File: config.mk
export PLATFORM = sky130hd
export DESIGN_NAME = pipeline_hazard_forward_unit_flat
export DESIGN_NICKNAME = d
export VERILOG_FILES = /design/src/rtl/hfu_pkg.sv /design/src/rtl/hfu_chan_if.sv /design/src/rtl/hfu_hazard.sv /design/src/rtl/hfu_exfwd.sv /design/src/rtl/pipeline_hazard_forward_unit.sv /design/src/flat_wrapper.sv
export SDC_FILE = /design/constraint.sdc
export NUM_CORES = 1
export LEC_CHECK = 0
export ABC_AREA = 1
export BUFFER_PORTS_ARGS = -buffer_cell sky130_fd_sc_hd__buf_2
export CAP_MARGIN = 20
export CORE_AREA = 2 2 79 111
export CTS_BUF_LIST = sky130_fd_sc_hd__clkbuf_8
export DETAILED_ROUTE_END_ITERATION = 10
export DIE_AREA = 0 0 81 113
export GPL_TIMING_DRIVEN = 0
export MAX_ROUTING_LAYER = met4
export PLACE_DENSITY = 0.7
export SETUP_SLACK_MARGIN = 0.4
export SLEW_MARGIN = 5
export SYNTH_ARGS = -nofsm -noshare
export SYNTH_HDL_FRONTEND = slang
export SYNTH_HIERARCHICAL = 1
export SYNTH_SLANG_ARGS = --single-unit
File: constraint.sdc
create_clock -name clk -period 2.79 [get_ports clk]
set_input_delay 0.1395 -clock clk [delete_from_list [all_inputs] [get_ports clk]]
set_output_delay 0.1395 -clock clk [all_outputs]
set_load 0.02 [all_outputs]
File: src/rtl/hfu_pkg.sv
`timescale 1ns / 1ps
`default_nettype none
// ----------------------------------------------------------------------------
// hfu_pkg: shared types, codes and decode tables
// Opcode and funct codes of the five-stage pipeline, the request and result
// payloads, and the small decode tables used by the hazard and forward logic.
// ----------------------------------------------------------------------------
package hfu_pkg;

  localparam int unsigned InstrW = 32;
  localparam int unsigned RegW   = 5;
  localparam int unsigned CodeW  = 6;

  typedef logic [RegW-1:0]  reg_num_t;
  typedef logic [CodeW-1:0] code_t;

  // Opcodes
  localparam code_t OP_RTYPE = 6'h00;
  localparam code_t OP_J     = 6'h02;
  localparam code_t OP_JAL   = 6'h03;
  localparam code_t OP_BEQ   = 6'h04;
  localparam code_t OP_BNE   = 6'h05;
  localparam code_t OP_BGTZ  = 6'h07;
  localparam code_t OP_ADDI  = 6'h08;
  localparam code_t OP_ADDIU = 6'h09;
  localparam code_t OP_SLTI  = 6'h0a;
  localparam code_t OP_ANDI  = 6'h0c;
  localparam code_t OP_ORI   = 6'h0d;
  localparam code_t OP_XORI  = 6'h0e;
  localparam code_t OP_LUI   = 6'h0f;
  localparam code_t OP_LB    = 6'h20;
  localparam code_t OP_LH    = 6'h21;
  localparam code_t OP_LW    = 6'h23;
  localparam code_t OP_LBU   = 6'h24;
  localparam code_t OP_LHU   = 6'h25;
  localparam code_t OP_SB    = 6'h28;
  localparam code_t OP_SH    = 6'h29;
  localparam code_t OP_SW    = 6'h2b;

  // R-type funct codes
  localparam code_t FN_SLL   = 6'h00;
  localparam code_t FN_SRL   = 6'h02;
  localparam code_t FN_SRA   = 6'h03;
  localparam code_t FN_JR    = 6'h08;
  localparam code_t FN_MULT  = 6'h18;
  localparam code_t FN_MULTU = 6'h19;
  localparam code_t FN_ADD   = 6'h20;
  localparam code_t FN_ADDU  = 6'h21;
  localparam code_t FN_SUB   = 6'h22;
  localparam code_t FN_AND   = 6'h24;
  localparam code_t FN_OR    = 6'h25;
  localparam code_t FN_XOR   = 6'h26;
  localparam code_t FN_NOR   = 6'h27;
  localparam code_t FN_ALU28 = 6'h28;
  localparam code_t FN_SLT   = 6'h2a;

  // Pipeline snapshot, one per request
  typedef struct packed {
    logic [InstrW-1:0] decode_instr;
    reg_num_t          idex_load_dest;
    reg_num_t          idex_wb_dest;
    logic              idex_is_rtype;
    code_t             idex_code;
    reg_num_t          idex_rs;
    reg_num_t          idex_rt;
    reg_num_t          exmem_wb_dest;
    reg_num_t          memwb_wb_dest;
    logic              memwb_word_byte_half;
    logic              memwb_is_load;
  } hfu_snap_t;

  // Result of one request
  typedef struct packed {
    logic stall_now;
    logic fwd_exmem_rs;
    logic fwd_memwb_rs;
    logic fwd_exmem_rt;
    logic fwd_memwb_rt;
    logic branch_fwd_rs;
    logic branch_fwd_rt;
  } hfu_verdict_t;

  // Hazard unit to top: stall and decode-stage branch forwards
  typedef struct packed {
    logic stall;
    logic br_rs;
    logic br_rt;
  } hfu_hazard_t;

  // Forward unit to top: execute operand selects
  typedef struct packed {
    logic em_rs;
    logic mw_rs;
    logic em_rt;
    logic mw_rt;
  } hfu_exfwd_t;

  // R-type ops that read both rs and rt
  function automatic logic r_alu(input code_t f);
    case (f) inside
      FN_ADD, FN_ADDU, FN_SUB, FN_AND, FN_OR, FN_XOR, FN_NOR, FN_ALU28,
      FN_SLT, FN_MULT, FN_MULTU: r_alu = 1'b1;
      default:                   r_alu = 1'b0;
    endcase
  endfunction

  // Shifts read rt only
  function automatic logic r_shift(input code_t f);
    case (f) inside
      FN_SLL, FN_SRL, FN_SRA: r_shift = 1'b1;
      default:                r_shift = 1'b0;
    endcase
  endfunction

  // I-type ops that read rs
  function automatic logic i_uses_rs(input code_t op);
    case (op) inside
      OP_ADDI, OP_ADDIU, OP_LW, OP_LH, OP_LHU, OP_LB, OP_LBU, OP_SW, OP_SH,
      OP_SB, OP_ANDI, OP_ORI, OP_XORI, OP_SLTI: i_uses_rs = 1'b1;
      default:                                  i_uses_rs = 1'b0;
    endcase
  endfunction

  // Stores read rt as data
  function automatic logic i_store(input code_t op);
    case (op) inside
      OP_SW, OP_SH, OP_SB: i_store = 1'b1;
      default:             i_store = 1'b0;
    endcase
  endfunction

endpackage
`default_nettype wire

File: src/rtl/hfu_chan_if.sv
`timescale 1ns / 1ps
`default_nettype none
// ----------------------------------------------------------------------------
// hfu_chan_if: request and result channels
// Valid/ready channels carrying the pipeline snapshot and the hazard result.
// ----------------------------------------------------------------------------
interface hfu_snap_if import hfu_pkg::*; ();
  logic      valid;
  logic      ready;
  hfu_snap_t data;

  modport source(output valid, output data, input ready);
  modport sink(input valid, input data, output ready);
endinterface

interface hfu_verdict_if import hfu_pkg::*; ();
  logic         valid;
  logic         ready;
  hfu_verdict_t data;

  modport source(output valid, output data, input ready);
  modport sink(input valid, input data, output ready);
endinterface
`default_nettype wire

File: src/rtl/hfu_hazard.sv
`timescale 1ns / 1ps
`default_nettype none
// ----------------------------------------------------------------------------
// hfu_hazard: decode-stage stall and branch forward logic
// Decodes the IF/ID instruction and checks it against the load in ID/EX,
// the ID/EX writeback and the MEM/WB writeback, and its branch operands against EX/MEM.
// ----------------------------------------------------------------------------
module hfu_hazard import hfu_pkg::*; (
  input  hfu_snap_t   snap,
  output hfu_hazard_t hazard
);

  code_t    op;
  code_t    fn;
  reg_num_t rs;
  reg_num_t rt;
  logic     lu_rs;
  logic     lu_rt;
  logic     br_st;
  logic     jr_st;
  logic     em_rs_hit;
  logic     em_rt_hit;
  logic     mw_rs_hit;
  logic     mw_rt_hit;
  logic     stall;

  // Instruction fields
  assign op = snap.decode_instr[31:26];
  assign rs = snap.decode_instr[25:21];
  assign rt = snap.decode_instr[20:16];
  assign fn = snap.decode_instr[5:0];

  // Load-use against ID/EX load
  assign lu_rs = (rs != '0) && (snap.idex_load_dest == rs);
  assign lu_rt = (rt != '0) && (snap.idex_load_dest == rt);

  // Branch waits: ID/EX result, or a memory access still in writeback
  assign em_rs_hit = (snap.idex_wb_dest != '0) && (snap.idex_wb_dest == rs);
  assign em_rt_hit = (snap.idex_wb_dest != '0) && (snap.idex_wb_dest == rt);
  assign mw_rs_hit = (snap.memwb_wb_dest != '0) && (snap.memwb_wb_dest == rs);
  assign mw_rt_hit = (snap.memwb_wb_dest != '0) && (snap.memwb_wb_dest == rt);

  assign br_st = em_rs_hit || em_rt_hit ||
                 ((mw_rs_hit || mw_rt_hit) && snap.memwb_word_byte_half);
  assign jr_st = em_rs_hit ||
                 (mw_rs_hit && snap.memwb_is_load && snap.memwb_word_byte_half);

  // Stall select by instruction class
  always_comb begin
    stall = 1'b0;
    if (op == OP_RTYPE) begin
      if (r_alu(fn)) begin
        stall = lu_rs || lu_rt;
      end else if (r_shift(fn)) begin
        stall = lu_rt;
      end else if (fn == FN_JR) begin
        stall = jr_st;
      end
    end else if (op == OP_BEQ || op == OP_BNE) begin
      stall = br_st;
    end else if (op == OP_BGTZ) begin
      stall = jr_st;
    end else if (i_store(op)) begin
      stall = lu_rs || lu_rt;
    end else if (op != OP_LUI && op != OP_J && op != OP_JAL) begin
      stall = lu_rs;
    end
  end

  // Branch compare forwards from EX/MEM, not gated by stall
  assign hazard.stall = stall;
  assign hazard.br_rs = (op == OP_BEQ || op == OP_BNE || op == OP_BGTZ ||
                         (op == OP_RTYPE && fn == FN_JR)) &&
                        (snap.exmem_wb_dest != '0) && (snap.exmem_wb_dest == rs);
  assign hazard.br_rt = (op == OP_BEQ || op == OP_BNE) &&
                        (snap.exmem_wb_dest != '0) && (snap.exmem_wb_dest == rt);

endmodule
`default_nettype wire

File: src/rtl/hfu_exfwd.sv
`timescale 1ns / 1ps
`default_nettype none
// ----------------------------------------------------------------------------
// hfu_exfwd: execute-stage operand forward selects
// EX/MEM has priority over MEM/WB; all selects drop while stalling.
// ----------------------------------------------------------------------------
module hfu_exfwd import hfu_pkg::*; (
  input  hfu_snap_t  snap,
  input  logic       stall,
  output hfu_exfwd_t exfwd
);

  logic use_rs;
  logic use_rt;
  logic em_rs;
  logic em_rt;
  logic mw_rs;
  logic mw_rt;

  // Which operands the ID/EX instruction actually reads
  assign use_rs = snap.idex_is_rtype ? r_alu(snap.idex_code) : i_uses_rs(snap.idex_code);
  assign use_rt = snap.idex_is_rtype ? (r_alu(snap.idex_code) || r_shift(snap.idex_code))
                                     : i_store(snap.idex_code);

  // Destination matches, EX/MEM first
  assign em_rs = (snap.exmem_wb_dest != '0) && (snap.exmem_wb_dest == snap.idex_rs);
  assign em_rt = (snap.exmem_wb_dest != '0) && (snap.exmem_wb_dest == snap.idex_rt);
  assign mw_rs = (snap.memwb_wb_dest != '0) && (snap.memwb_wb_dest == snap.idex_rs) && !em_rs;
  assign mw_rt = (snap.memwb_wb_dest != '0) && (snap.memwb_wb_dest == snap.idex_rt) && !em_rt;

  assign exfwd.em_rs = !stall && use_rs && em_rs;
  assign exfwd.mw_rs = !stall && use_rs && mw_rs;
  assign exfwd.em_rt = !stall && use_rt && em_rt;
  assign exfwd.mw_rt = !stall && use_rt && mw_rt;

endmodule
`default_nettype wire

File: src/rtl/pipeline_hazard_forward_unit.sv
`timescale 1ns / 1ps
`default_nettype none
// ----------------------------------------------------------------------------
// pipeline_hazard_forward_unit: hazard detection and forwarding
// Registers a pipeline snapshot, evaluates stall and forward selects, and
// holds the result in an output register.
//
//   channel   dir   payload          handshake
//   snap      in    hfu_snap_t       valid/ready
//   verdict   out   hfu_verdict_t    valid/ready
//
// A request passes through the input register, then the result register.
// One request per cycle is sustained; both registers advance
// together when the result register is empty or being taken.
// A stall on verdict backs up through the two stages into snap.ready.
// rst (synchronous) empties both stages; no state survives a request.
// ----------------------------------------------------------------------------
module pipeline_hazard_forward_unit import hfu_pkg::*; (
  input  logic                 clk,
  input  logic                 rst,
  hfu_snap_if.sink             snap,
  hfu_verdict_if.source        verdict
);

  logic         s1_valid;
  hfu_snap_t    s1_snap;
  logic         out_valid;
  hfu_verdict_t out_data;
  logic         s1_move;
  logic         in_take;
  hfu_hazard_t  hazard;
  hfu_exfwd_t   exfwd;
  hfu_verdict_t verdict_next;

  // Pipeline advance
  assign s1_move = s1_valid && (!out_valid || verdict.ready);
  assign snap.ready = !s1_valid || s1_move;
  assign in_take = snap.valid && snap.ready;

  // Evaluation between the two registers
  hfu_hazard u_hazard (
    .snap   (s1_snap),
    .hazard (hazard)
  );

  hfu_exfwd u_exfwd (
    .snap  (s1_snap),
    .stall (hazard.stall),
    .exfwd (exfwd)
  );

  always_comb begin
    verdict_next.stall_now     = hazard.stall;
    verdict_next.fwd_exmem_rs  = exfwd.em_rs;
    verdict_next.fwd_memwb_rs  = exfwd.mw_rs;
    verdict_next.fwd_exmem_rt  = exfwd.em_rt;
    verdict_next.fwd_memwb_rt  = exfwd.mw_rt;
    verdict_next.branch_fwd_rs = hazard.br_rs;
    verdict_next.branch_fwd_rt = hazard.br_rt;
  end

  // Input stage
  always_ff @(posedge clk) begin
    if (rst) begin
      s1_valid <= 1'b0;
    end else if (snap.ready) begin
      s1_valid <= snap.valid;
    end
    if (in_take) begin
      s1_snap <= snap.data;
    end
  end

  // Result stage
  always_ff @(posedge clk) begin
    if (rst) begin
      out_valid <= 1'b0;
    end else if (s1_move) begin
      out_valid <= 1'b1;
    end else if (verdict.ready) begin
      out_valid <= 1'b0;
    end
    if (s1_move) begin
      out_data <= verdict_next;
    end
  end

  assign verdict.valid = out_valid;
  assign verdict.data  = out_data;

  // A request taken lands in the input stage
  a_take_lands: assert property (@(posedge clk) disable iff (rst)
    in_take |=> s1_valid)
    else $error("request taken but input stage empty");

  // An advancing stage fills the result register
  a_move_fills: assert property (@(posedge clk) disable iff (rst)
    s1_move |=> out_valid)
    else $error("stage advanced but result register empty");

  // Stall suppresses every execute forward
  a_stall_gates: assert property (@(posedge clk) disable iff (rst)
    (out_valid && out_data.stall_now) |->
      !(out_data.fwd_exmem_rs || out_data.fwd_memwb_rs ||
        out_data.fwd_exmem_rt || out_data.fwd_memwb_rt))
    else $error("execute forward set while stalling");

  // EX/MEM and MEM/WB never both selected for one operand
  a_one_src: assert property (@(posedge clk) disable iff (rst)
    out_valid |-> !(out_data.fwd_exmem_rs && out_data.fwd_memwb_rs) &&
                  !(out_data.fwd_exmem_rt && out_data.fwd_memwb_rt))
    else $error("two forward sources selected");

endmodule
`default_nettype wire

File: src/flat_wrapper.sv
// flat-port wrapper written by rule: the top's interface ports become plain ports
module pipeline_hazard_forward_unit_flat import hfu_pkg::*;
  (clk, rst, snap_valid, snap_data, snap_ready, verdict_valid, verdict_data, verdict_ready);
  hfu_snap_if snap_i ();
  hfu_verdict_if verdict_i ();
  input  logic clk;
  input  logic rst;
  input wire logic [$bits(snap_i.valid)-1:0] snap_valid;
  input wire logic [$bits(snap_i.data)-1:0] snap_data;
  output wire logic [$bits(snap_i.ready)-1:0] snap_ready;
  output wire logic [$bits(verdict_i.valid)-1:0] verdict_valid;
  output wire logic [$bits(verdict_i.data)-1:0] verdict_data;
  input wire logic [$bits(verdict_i.ready)-1:0] verdict_ready;
  assign snap_i.valid = snap_valid;
  assign snap_i.data = snap_data;
  assign snap_ready = snap_i.ready;
  assign verdict_valid = verdict_i.valid;
  assign verdict_data = verdict_i.data;
  assign verdict_i.ready = verdict_ready;
  pipeline_hazard_forward_unit u_core (.clk(clk), .rst(rst), .snap(snap_i), .verdict(verdict_i));
endmodule
; ---- Word level (Yosys, flattened, before mapping)
; Index checks and enable logic that the tools add are counted.
[word_totals]
register_bits = 80
inputBits = 75
out_inout_bits = 9
elab_cells = 164
[classes]
eq_ne = 57
muxes = 25
reduce_logical = 62
[op_table]
columns = op, count
row1 = "6-bit == test, second input constant", 24
row2 = 5-bit == test, 12
row3 = "6-bit by 4-bit == test with 1-bit output, second input constant", 7
row4 = 1-bit logical AND, 30
row5 = 1-bit 2-to-1 mux, 25
row6 = 5-bit nonzero test, 5
row7 = "6-bit by 2-bit == test with 1-bit output, second input constant", 4
row8 = "6-bit by 5-bit == test with 1-bit output, second input constant", 4
row9 = 11-bit OR reduction, 2
row10 = "6-bit by 3-bit == test with 1-bit output, second input constant", 3
row11 = 6-bit logical NOT, 3
row12 = 14-bit OR reduction, 1
row13 = "6-bit by 2-bit inequality test with 1-bit output, second input constant", 2
row14 = 3-bit OR reduction, 4
row15 = 1-bit logical OR, 11
row16 = "6-bit by 4-bit inequality test with 1-bit output, second input constant", 1
row17 = 1-bit logical NOT, 5
row18 = 2-bit nonzero test, 1

; ---- Depth between registers and ports, before layout
; Gate-level depths: netlist of the first run.
[logic_depth]
word_depth = 13
depth_mapped = 16

; ---- Hierarchy
; The synthesis of the first run kept the hierarchy.
[by_module_without_submodules]
columns = module, instances, cells_per_inst, area_each_um2, seq_area_each_um2
row1 = pipeline_hazard_forward_unit, 1, 90, 2433.6, 2382.3
row2 = hfu_hazard, 1, 208, 997.2, 0.0
row3 = hfu_exfwd, 1, 127, 541.8, 0.0

; ---- Least setup slack after synthesis of the first run
; OpenSTA, ideal clock, no wires.
[synth_path]
path_kind = register -> register
start = register u_core.out_valid, in the netlist u_core/verdict.valid
end = register u_core/s1_snap[0] (netlist name) (enable)
setup_ns = 0.425
arrival_ns = 2.024
setup_slack_ns = 0.341
stages_incl_launch_ff = 4
path_buffers = 0
period_less_slack_ns = 2.449
path_cell_list = dfxtp_1 nand3_2 nand2_1 inv_1
[synth_between]
elab_chain_len = 5
[synth_lines]
columns = item, line
row1 = from (decl), pipeline_hazard_forward_unit.sv:27  ; logic out_valid;
row2 = from (signal assigned), pipeline_hazard_forward_unit.sv:77  ; out_valid <= 1'b0;
row3 = from (signal assigned), pipeline_hazard_forward_unit.sv:79  ; out_valid <= 1'b1;
row4 = from (signal assigned), pipeline_hazard_forward_unit.sv:81  ; out_valid <= 1'b0;
row5 = 1-bit logical NOT, pipeline_hazard_forward_unit.sv:36  ; assign s1_move = s1_valid && (!out_valid || verdict.ready);
row6 = 1-bit logical OR, pipeline_hazard_forward_unit.sv:36
row7 = 1-bit logical AND, pipeline_hazard_forward_unit.sv:36
row8 = 1-bit logical OR, pipeline_hazard_forward_unit.sv:37  ; assign snap.ready = !s1_valid || s1_move;
row9 = named net snap_ready, flat_wrapper.sv:10  ; output wire logic [$bits(snap_i.ready)-1:0] snap_ready;
row10 = 1-bit logical AND, pipeline_hazard_forward_unit.sv:38  ; assign in_take = snap.valid && snap.ready;
row11 = named net u_core.in_take, pipeline_hazard_forward_unit.sv:30  ; logic in_take;
row12 = to (signal assigned), pipeline_hazard_forward_unit.sv:70  ; s1_snap <= snap.data;
row13 = to (decl), pipeline_hazard_forward_unit.sv:26  ; hfu_snap_t s1_snap;
; The timed path passes the listed nets, and every way through them passes these cells.
; A chain may end at the register's enable or synchronous reset.

==> results.json, run 1 <==
{
  "synth_fp_nets": 490,
  "drc": 0,
  "finalWirelength_um": 8330,
  "finalHoldViolCount": 0,
  "hpwl_um": 5680,
  "slew_violations": 0,
  "run_status": "completed",
  "avgRoutedWirePerCell_um": 12.5,
  "firstDrtPassIters": 4,
  "grt_pass1_vias": 3092,
  "fmax_mhz": 510,
  "power_density_mw_per_mm2": 491,
  "die_x_um": 81,
  "finalCritPeriodShare": 0.703,
  "fillerInstances": 695,
  "worstSkewPairLatency_ns": 0.35,
  "relSlewSlack": 0.578,
  "cts_tree": "built",
  "ir_worst_vdd_v": 0.000315,
  "ys.warnings.count": 6,
  "cts_resized": 0,
  "drive_gt1_frac": 0.201,
  "ant_nets": 0,
  "period_needed_ns": 1.96,
  "r2r_end": "u_core/verdict.data[4]$_DFFE_PP_",
  "worstPathArrival_ns": 2.06,
  "gr-usage-all-layers": 0.204,
  "cts_buffers": 9,
  "antenna_found_initial": 0,
  "clk_pin_slew_ns": 0.07,
  "drt-initial-drc-count": 136,
  "cts_setup_buffers": 0,
  "regArea_mm2": 0.00208,
  "clock_skew_ns": 0.00936,
  "grt_setup_unrepaired": "no",
  "maxCapViolCount": 0,
  "netlist_area_mm2": 0.00367,
  "tightestPinTransition_ns": 0.633,
  "hold_start": "snap_valid",
  "grt_max_degree": 39,
  "cp-end-kind": "flop",
  "place.port_buffers": 73,
  "syn_inst": 415,
  "cts_num_sinks": 70,
  "via_per_inst": 4.62,
  "syn_avg_cell_area_um2": 8.85,
  "multi_input_area_mm2": 0.00131,
  "regToRegSetupSlack_ns": 0.83,
  "rows": 39,
  "dieArea_mm2": 0.00915,
  "start_kind": "flop",
  "reg2reg_from": "u_core/s1_snap[2]$_DFFE_PP_",
  "cts_root_buf": "clkbuf_8",
  "initial_core_util": 0.453,
  "overflow": 0,
  "placed_cells": 591,
  "syn2layout_area_growth_pct": 36.5,
  "final_cells": 669,
  "vias": 3094,
  "reg2regPathDepth": 13,
  "clockBufferDepth": 2,
  "min_path_type": "in -> reg",
  "finalWeightedCongestion": 0.859,
  "setup_viol": 0,
  "grt_pass1_wl_um": 13600,
  "diodes": 0,
  "die_y_um": 113,
  "timing.setup.tns_ns": 0,
  "hold_depth": 3,
  "nNetsFinal": 637,
  "path_max_fanout": 8,
  "core_area_mm2": 0.00810,
  "hold_path_end": "u_core/s1_valid$_SDFFE_PP0P_",
  "critical_path_class": "reg -> reg",
  "h-tree-depth": 3,
  "ios": 84,
  "required_ns": 2.89,
  "p_leak_nw": 2.34
}
==> per-layer routing <==
metal | routed length [µm] | global-route usage | vias up
met5 | 0 | - | -
met4 | 211 | 0.0938 | 0
met3 | 267 | 0.0359 | 17
met2 | 4650 | 0.371 | 60
met1 | 3200 | 0.205 | 1405
li1 | - | - | 1612
==> worst max path at each step <==
stage | start | endpoint | cells past startpoint
6_report | u_core/s1_snap[2]$_DFFE_PP_ | u_core/verdict.data[4]$_DFFE_PP_ | 13
5_1_grt | u_core/s1_snap[2]$_DFFE_PP_ | u_core/verdict.data[4]$_DFFE_PP_ | 14
4_1_cts | u_core/s1_snap[68]$_DFFE_PP_ | u_core/verdict.data[2]$_DFFE_PP_ | 12
3_5_place_dp | u_core/s1_snap[2]$_DFFE_PP_ | u_core/verdict.data[2]$_DFFE_PP_ | 13
3_3_place_gp | u_core/verdict.valid$_SDFFE_PP0P_ | u_core/s1_snap[64]$_DFFE_PP_ | 3
2_1_floorplan | u_core/verdict.valid$_SDFFE_PP0P_ | u_core/s1_snap[0]$_DFFE_PP_ | 3
==> stage by stage <==
step	setup slack [ns]	total power [W]	hold slack (ns)	instance area [µm²]	util
2_1_floorplan	0.543	0.00147	0.202	3670	-
3_3_place_gp	0.304	0.00156	0.316	4170	0.514
3_5_place_dp	0.822	0.00157	0.318	4190	0.517
4_1_cts	0.807	0.00247	0.0331	5010	0.619
5_1_grt	0.583	0.00257	0.0357	5010	0.619
6_report	0.828	0.00246	0.0395	5010	0.619
==> cell type report <==
type                       instances  share of cell area
buffer                             6             0.00749
tap                              102              0.0255
sequential                        70               0.415
multi-input combinational        275               0.262
timing repair buffer             136               0.201
clock inverter                     7              0.0162
clock buffer                       9              0.0247
inverter                          64              0.0479
==> where the power goes <==
group	switching, W	internal, W
Clock	0.000351	0.000490
Combinational	0.000163	0.000173
Sequential	0.0000599	0.00122
==> layout by cell type (no fill, tap or decap), drive strengths merged, types with 4 or more instances in the layout <==
cell / count
a21oi: 7
buf: 78
clkbuf: 11
dlygate4sd3: 62
edfxtp: 68
inv: 66
nand2: 139
nand3: 27
nand4: 4
nor2: 55
xnor2: 16
xor2: 11
==> timing repair <==
action	CTS	global route
setup endpoints to repair	0	0
hold buffers	62	0
hold endpoints to repair	63	0
==> state kept, by name, summed over array words and instances, names as in the netlist <==
register,cells
u_core/s1_valid,1
u_core/s1_snap,61
u_core/verdict.valid,1
u_core/verdict.data,7
==> critical path, stage by stage, from the launching register on <==
cell      delay (ns)
edfxtp_1        0.55
xnor2_1         0.20
nand2_1         0.06
nor2_1          0.16
nand3_1         0.09
nand2_1         0.10
nand2_1         0.06
nand2_1         0.06
nand3_1         0.06
nand2_1         0.08
buf_4           0.11
inv_1           0.03
nand3_1         0.11
nor2_1          0.06
Note: power is estimated with default switching activity, not from simulation.
==> run 2, diff against run 1 <==
- PLACE_DENSITY: 0.7 -> 0.73
- clock period: 2.79 -> 1.7 ns (I/O delays scaled with it)
==> run 2 against run 1 <==
The flow now finishes with violations (negative setup slack). Worst hold slack better by 0.0079 ns. Sequential share of layout area is 2.0 points lower. Count of clock-buffer cells in the layout unchanged. Setup slack got worse by 1.0 ns. Critical path type unchanged. Sequential cell count stayed put. Maximum frequency is 3.8% higher. Clock power grew 25%. Core utilization up 3.3 points. Total power up 54%.
==> results.json, run 2 (synthesized netlist as in run 1, its figures left out) <==
{
  "run_status": "finished with violations",
  "violations": "negative setup slack",
  "dieArea_mm2": 0.00915,
  "firstDrtPassIters": 4,
  "gr-usage-all-layers": 0.204,
  "place.port_buffers": 73,
  "slew_violations": 0,
  "finalCritPeriodShare": 1.11,
  "finalWirelength_um": 8580,
  "wl_met1_um": 3230,
  "finalHoldViolCount": 0,
  "clk_pin_slew_ns": 0.07,
  "crit_chain": "inv_2, nand2_1, nand2_1, nand3_2, nor2_4, nand3_2, nand2_2, nand2_1, nand2_1, nand3_2, nand2_2, buf_6, a21oi_2, nand2_1, nor2_1",
  "power_density_mw_per_mm2": 718,
  "placed_cell_area_mm2": 0.00421,
  "diodes": 0,
  "worstPathArrival_ns": 2.00,
  "core_area_mm2": 0.00810,
  "relSlewSlack": 0.753,
  "grt_pass1_wl_um": 13600,
  "wl_met2_um": 4640,
  "nNetsFinal": 655,
  "setup_ws_ns": -0.190,
  "final_area_mm2": 0.00528,
  "clockBufferDepth": 2,
  "maxCapViolCount": 0,
  "ios": 84,
  "required_ns": 1.81,
  "worstSkewPairLatency_ns": 0.35,
  "cts_root_buf": "clkbuf_8",
  "fillerInstances": 667,
  "top_layer": "met4",
  "final_common_cell": "nand2_1",
  "cts_num_sinks": 70,
  "ir_worst_vdd_v": 0.000498,
  "cts_tree": "built",
  "crit_top_cell": "nand2_1",
  "period_needed_ns": 1.89,
  "path_max_fanout": 5,
  "slowest_stage": "edfxtp_1",
  "hpwl_um": 5620,
  "top_register": "u_core/s1_snap",
  "clock_skew_ns": 0.00699,
  "avgRoutedWirePerCell_um": 12.5,
  "drc": 0,
  "die_x_um": 81,
  "critical_path_class": "reg -> reg",
  "largest_reg_flops": 61,
  "ant_nets": 0,
  "start_kind": "flop",
  "finalWeightedCongestion": 0.859,
  "min_path_type": "in -> reg",
  "final_util": 0.651,
  "worst-path-buf-inv": 2,
  "p_leak_nw": 2.41,
  "antenna_found_initial": 0,
  "overflow": 0,
  "syn2layout_area_growth_pct": 43.7,
  "grt_pass1_vias": 3153,
  "cp-end-kind": "flop",
  "pre_cts_ws_ns": -0.261,
  "vias": 3201,
  "mostFrequentLayoutCells": "nand2_1, buf_2, edfxtp_1, dlygate4sd3_1, inv_1",
  "cts_buffers": 9,
  "wl_met3_um": 399,
  "h-tree-depth": 3,
  "grt_setup_unrepaired": "yes",
  "drt-initial-drc-count": 187,
  "critPathTopFamily": "simple AND/OR/NAND/NOR gates",
  "fmax_mhz": 529,
  "grt_max_degree": 34,
  "setup_viol": 5,
  "via_per_inst": 4.67,
  "die_y_um": 113,
  "tightestPinTransition_ns": 0.371,
  "initial_core_util": 0.453,
  "drive_gt1_frac": 0.276,
  "critPathMaxStageDelay_ns": 0.49,
  "rows": 39
}
[run 2: metrics by stage]
| stage | instances | setup TNS [ns] | hold WS [ns] | power, W |
|---|---|---|---|---|
| 2_1_floorplan | 415 | -10.06 | 0.144 | 0.00241 |
| 3_3_place_gp | 590 | -25.73 | 0.259 | 0.00255 |
| 3_5_place_dp | 591 | -3.36 | 0.263 | 0.00258 |
| 4_1_cts | 680 | -0.797 | 0.0212 | 0.00378 |
| 5_1_grt | 685 | -1.59 | 0.0750 | 0.00398 |
| 6_report | 685 | -0.768 | 0.0474 | 0.00379 |
[run 2: final cells by class]
class | instances | area (µm²) | share of cell area
plain buffers | 6 | 45.0 | 0.00854
clock buffers | 9 | 124 | 0.0235
clock inverters | 5 | 20.0 | 0.00379
inverters | 64 | 244 | 0.0462
multi-input cells | 275 | 1450 | 0.275
flip-flops and latches | 70 | 2090 | 0.395
well taps | 102 | 128 | 0.0242
repair buffers | 153 | 1170 | 0.222
repair inverters | 1 | 7.51 | 0.00142
[run 2: worst register-to-register path: cells and delay by family (launching register included)]
| kind | cells | cell delay (ns) |
|---|---|---|
| compound gates | 1 | 0.03 |
| buf+inv | 2 | 0.22 |
| flops | 1 | 0.49 |
| simple gates | 12 | 0.90 |
[run 2: power by group]
part / total, W / internal (W) / switching (W)
sequential: 0.00210 / 0.00200 / 0.0000921
clock: 0.00105 / 0.000489 / 0.000564
combinational: 0.000639 / 0.000333 / 0.000306
total: 0.00379 / 0.00283 / 0.000962
[run 2: metal layers]
metal	vias up	GRT usage
met2	89	0.358
met3	23	0.0470
met5	-	-
met4	0	0.105
met1	1442	0.206
li1	1647	-
[run 2: worst paths after layout]
| kind | cells past startpoint | start | to | slack (ns) |
|---|---|---|---|---|
| min reg2reg | 2 | u_core/s1_valid$_SDFFE_PP0P_ | u_core/verdict.valid$_SDFFE_PP0P_ | 0.52 |
| min | 4 | verdict_ready | u_core/verdict.valid$_SDFFE_PP0P_ | 0.05 |
| max reg2reg | 15 | u_core/s1_snap[63]$_DFFE_PP_ | u_core/verdict.data[3]$_DFFE_PP_ | -0.19 |
| max | 15 | u_core/s1_snap[63]$_DFFE_PP_ | u_core/verdict.data[3]$_DFFE_PP_ | -0.19 |
[run 2: repair_timing]
action,CTS,global route
cloned,1,0
pin swaps,11,21
setup buffers,11,5
gates resized for setup,8,31
hold endpoints to repair,63,0
hold buffers,63,0
endpoints found under the setup margin,75,31
==> run 3, diff against run 2 <==
- ABC_AREA: 1 -> not set
- CORE_AREA: 2 2 79 111 -> 2 2 76 107
- DIE_AREA: 0 0 81 113 -> 0 0 78 109
- GPL_TIMING_DRIVEN: 0 -> not set
- PLACE_DENSITY: 0.73 -> 0.74
==> run 3 against run 2 <==
The flow still finishes with violations (negative setup slack). Worst hold slack better by 0.0032 ns. Register-to-register slack worse by 0.45 ns. Clock skew up 0.0019 ns. Sequential power about the same. Sequential cell count unchanged. Synthesized cell count down 38%. Routed wire length down 3.3%. Critical endpoint is now u_core/verdict.data[4]$_DFFE_PP_.
==> results.json, run 3 <==
{
  "ys.warnings.count": 6,
  "core_area_mm2": 0.00761,
  "start_kind": "flop",
  "rows": 38,
  "timing.setup.tns_ns": -2.75,
  "grt_max_degree": 62,
  "clockBufferDepth": 2,
  "worstSkewPairLatency_ns": 0.35,
  "grt_setup_unrepaired": "yes",
  "syn_avg_cell_area_um2": 13.2,
  "drt-initial-drc-count": 117,
  "avgRoutedWirePerCell_um": 15.0,
  "clock_skew_ns": 0.00885,
  "initial_core_util": 0.446,
  "finalWeightedCongestion": 0.862,
  "grt_pass1_wl_um": 13300,
  "via_per_inst": 4.91,
  "r2r_end": "u_core/verdict.data[4]$_DFFE_PP_",
  "timing.hold.ws_ns": 0.0507,
  "syn_inst": 257,
  "setup_viol": 5,
  "min_path_type": "in -> reg",
  "period_needed_ns": 2.34,
  "final_common_cell": "buf_2",
  "ios": 84,
  "slew_violations": 0,
  "largest_reg_flops": 61,
  "cts_num_sinks": 70,
  "run_status": "finished with violations",
  "hold_path_end": "u_core/verdict.valid$_SDFFE_PP0P_",
  "cts_root_buf": "clkbuf_8",
  "maxCapViolCount": 0,
  "gr-usage-all-layers": 0.215,
  "diodes": 0,
  "finalHoldViolCount": 0,
  "mostFrequentLayoutCells": "buf_2, edfxtp_1, dlygate4sd3_1, buf_4, xor2_1",
  "hold_depth": 3,
  "setup_ws_ns": -0.644,
  "ant_nets": 0,
  "overflow": 0,
  "crit_chain": "buf_6, xor2_1, nor4_2, o21ai_2, o31ai_1, a211oi_1, o31ai_1, buf_4, nor4_2, nand4_1, nor4b_4",
  "synth_fp_nets": 332,
  "die_y_um": 109,
  "die_x_um": 78,
  "nNetsFinal": 524,
  "cts_tree": "built",
  "wl_met2_um": 4740,
  "required_ns": 1.79,
  "hpwl_um": 5380,
  "critPathMaxStageDelay_ns": 0.44,
  "critical_path_class": "reg -> reg",
  "drive_gt1_frac": 0.361,
  "final_area_mm2": 0.00517,
  "power_density_mw_per_mm2": 780,
  "syn2layout_area_growth_pct": 52.3,
  "cts_buffers": 9,
  "slowest_stage": "edfxtp_1",
  "fmax_mhz": 427,
  "top_layer": "met4",
  "violations": "negative setup slack",
  "firstDrtPassIters": 6,
  "wl_met1_um": 3040,
  "p_leak_nw": 2.03,
  "worstPathArrival_ns": 2.43,
  "top_register": "u_core/s1_snap",
  "placed_cell_area_mm2": 0.00422,
  "vias": 2719,
  "tightestPinTransition_ns": 0.384,
  "h-tree-depth": 3,
  "path_max_fanout": 3,
  "ir_worst_vdd_v": 0.000610,
  "netlist_area_mm2": 0.00339,
  "cp-end-kind": "flop",
  "dieArea_mm2": 0.00850,
  "reg2regPathDepth": 11,
  "regToRegSetupSlack_ns": -0.64,
  "clk_pin_slew_ns": 0.07,
  "wl_met3_um": 289,
  "place.port_buffers": 73,
  "grt_pass1_vias": 2950,
  "relSlewSlack": 0.741,
  "drc": 0,
  "finalCritPeriodShare": 1.38,
  "finalWirelength_um": 8300,
  "reg2reg_from": "u_core/s1_snap[56]$_DFFE_PP_",
  "antenna_found_initial": 0,
  "hold_start": "verdict_ready"
}
run 3: changes by cell type in the layout (fill, tap and decap cells not counted), moves of 6 or more:
| cell | delta |
|---|---|
| inv_2 | -9 |
| inv_1 | -48 |
| nor2_2 | -6 |
| nand2_2 | -11 |
| a21oi_1 | +6 |
| nand3_2 | -9 |
| nand2_1 | -122 |
| xnor2_1 | +10 |
| buf_4 | +34 |
| nor2_1 | -32 |
| xor2_1 | +21 |
| nand3_1 | -8 |
run 3: worst max-delay path, delay by kind of cell (launching register included):
family / cells / cell delay, ns
compound gates: 4 / 0.66
xor+xnor: 1 / 0.15
buf+inv: 2 / 0.32
flops: 1 / 0.44
simple gates: 4 / 0.51
run 3: what timing repair did:
item                                   4_1_cts  5_1_grt
hold buffers                                63        0
pin swaps                                    7        6
endpoints found under the hold margin       63        0
gates resized for setup                      8       10
buffers inserted                             4        3
setup endpoints to repair                    7        7
run 3: where the power goes:
part | leakage [nW] | total [W] | switching [W] | internal [W]
sequential | 0.675 | 0.00211 | 0.000103 | 0.00201
combinational | 1.26 | 0.000635 | 0.000253 | 0.000382
clock | 0.0964 | 0.00128 | 0.000617 | 0.000666
total | 2.03 | 0.00403 | 0.000973 | 0.00306
run 3: worst max-delay path by stage:
stage	depth (start not counted)	slack (ns)	end	from
after floorplan	11	-0.49	u_core/verdict.data[4]$_DFFE_PP_	u_core/s1_snap[57]$_DFFE_PP_
after global placement	10	-0.58	u_core/verdict.data[4]$_DFFE_PP_	u_core/s1_snap[57]$_DFFE_PP_
after detailed placement	10	-0.69	u_core/verdict.data[4]$_DFFE_PP_	u_core/s1_snap[57]$_DFFE_PP_
after CTS	10	-0.64	u_core/verdict.data[4]$_DFFE_PP_	u_core/s1_snap[59]$_DFFE_PP_
after global routing	11	-0.80	u_core/verdict.data[4]$_DFFE_PP_	u_core/s1_snap[56]$_DFFE_PP_
final	11	-0.64	u_core/verdict.data[4]$_DFFE_PP_	u_core/s1_snap[56]$_DFFE_PP_
run 3: per-stage QoR:
stage	cells	util	worst slack, ns	total power (W)
2_1_floorplan	257	-	-0.492	0.00238
3_3_place_gp	468	0.554	-0.583	0.00262
3_5_place_dp	468	0.554	-0.685	0.00263
4_1_cts	551	0.671	-0.639	0.00404
5_1_grt	554	0.679	-0.805	0.00420
6_report	554	0.679	-0.644	0.00403
run 3: routing by layer:
layer | up-vias | track usage
met5 | - | -
met4 | 0 | 0.124
met3 | 18 | 0.0348
met2 | 79 | 0.401
met1 | 1286 | 0.209
li1 | 1336 | -
run 3: area by class of cell:
type                            count  area, µm²
Inverter                            7       26.3
Timing Repair Buffer              192       1460
Clock inverter                      7       65.1
Tap cell                          100        125
Multi-Input combinational cell    169       1280
Fill cell                         574       2440
Sequential cell                    70       2090
Clock buffer                        9        124
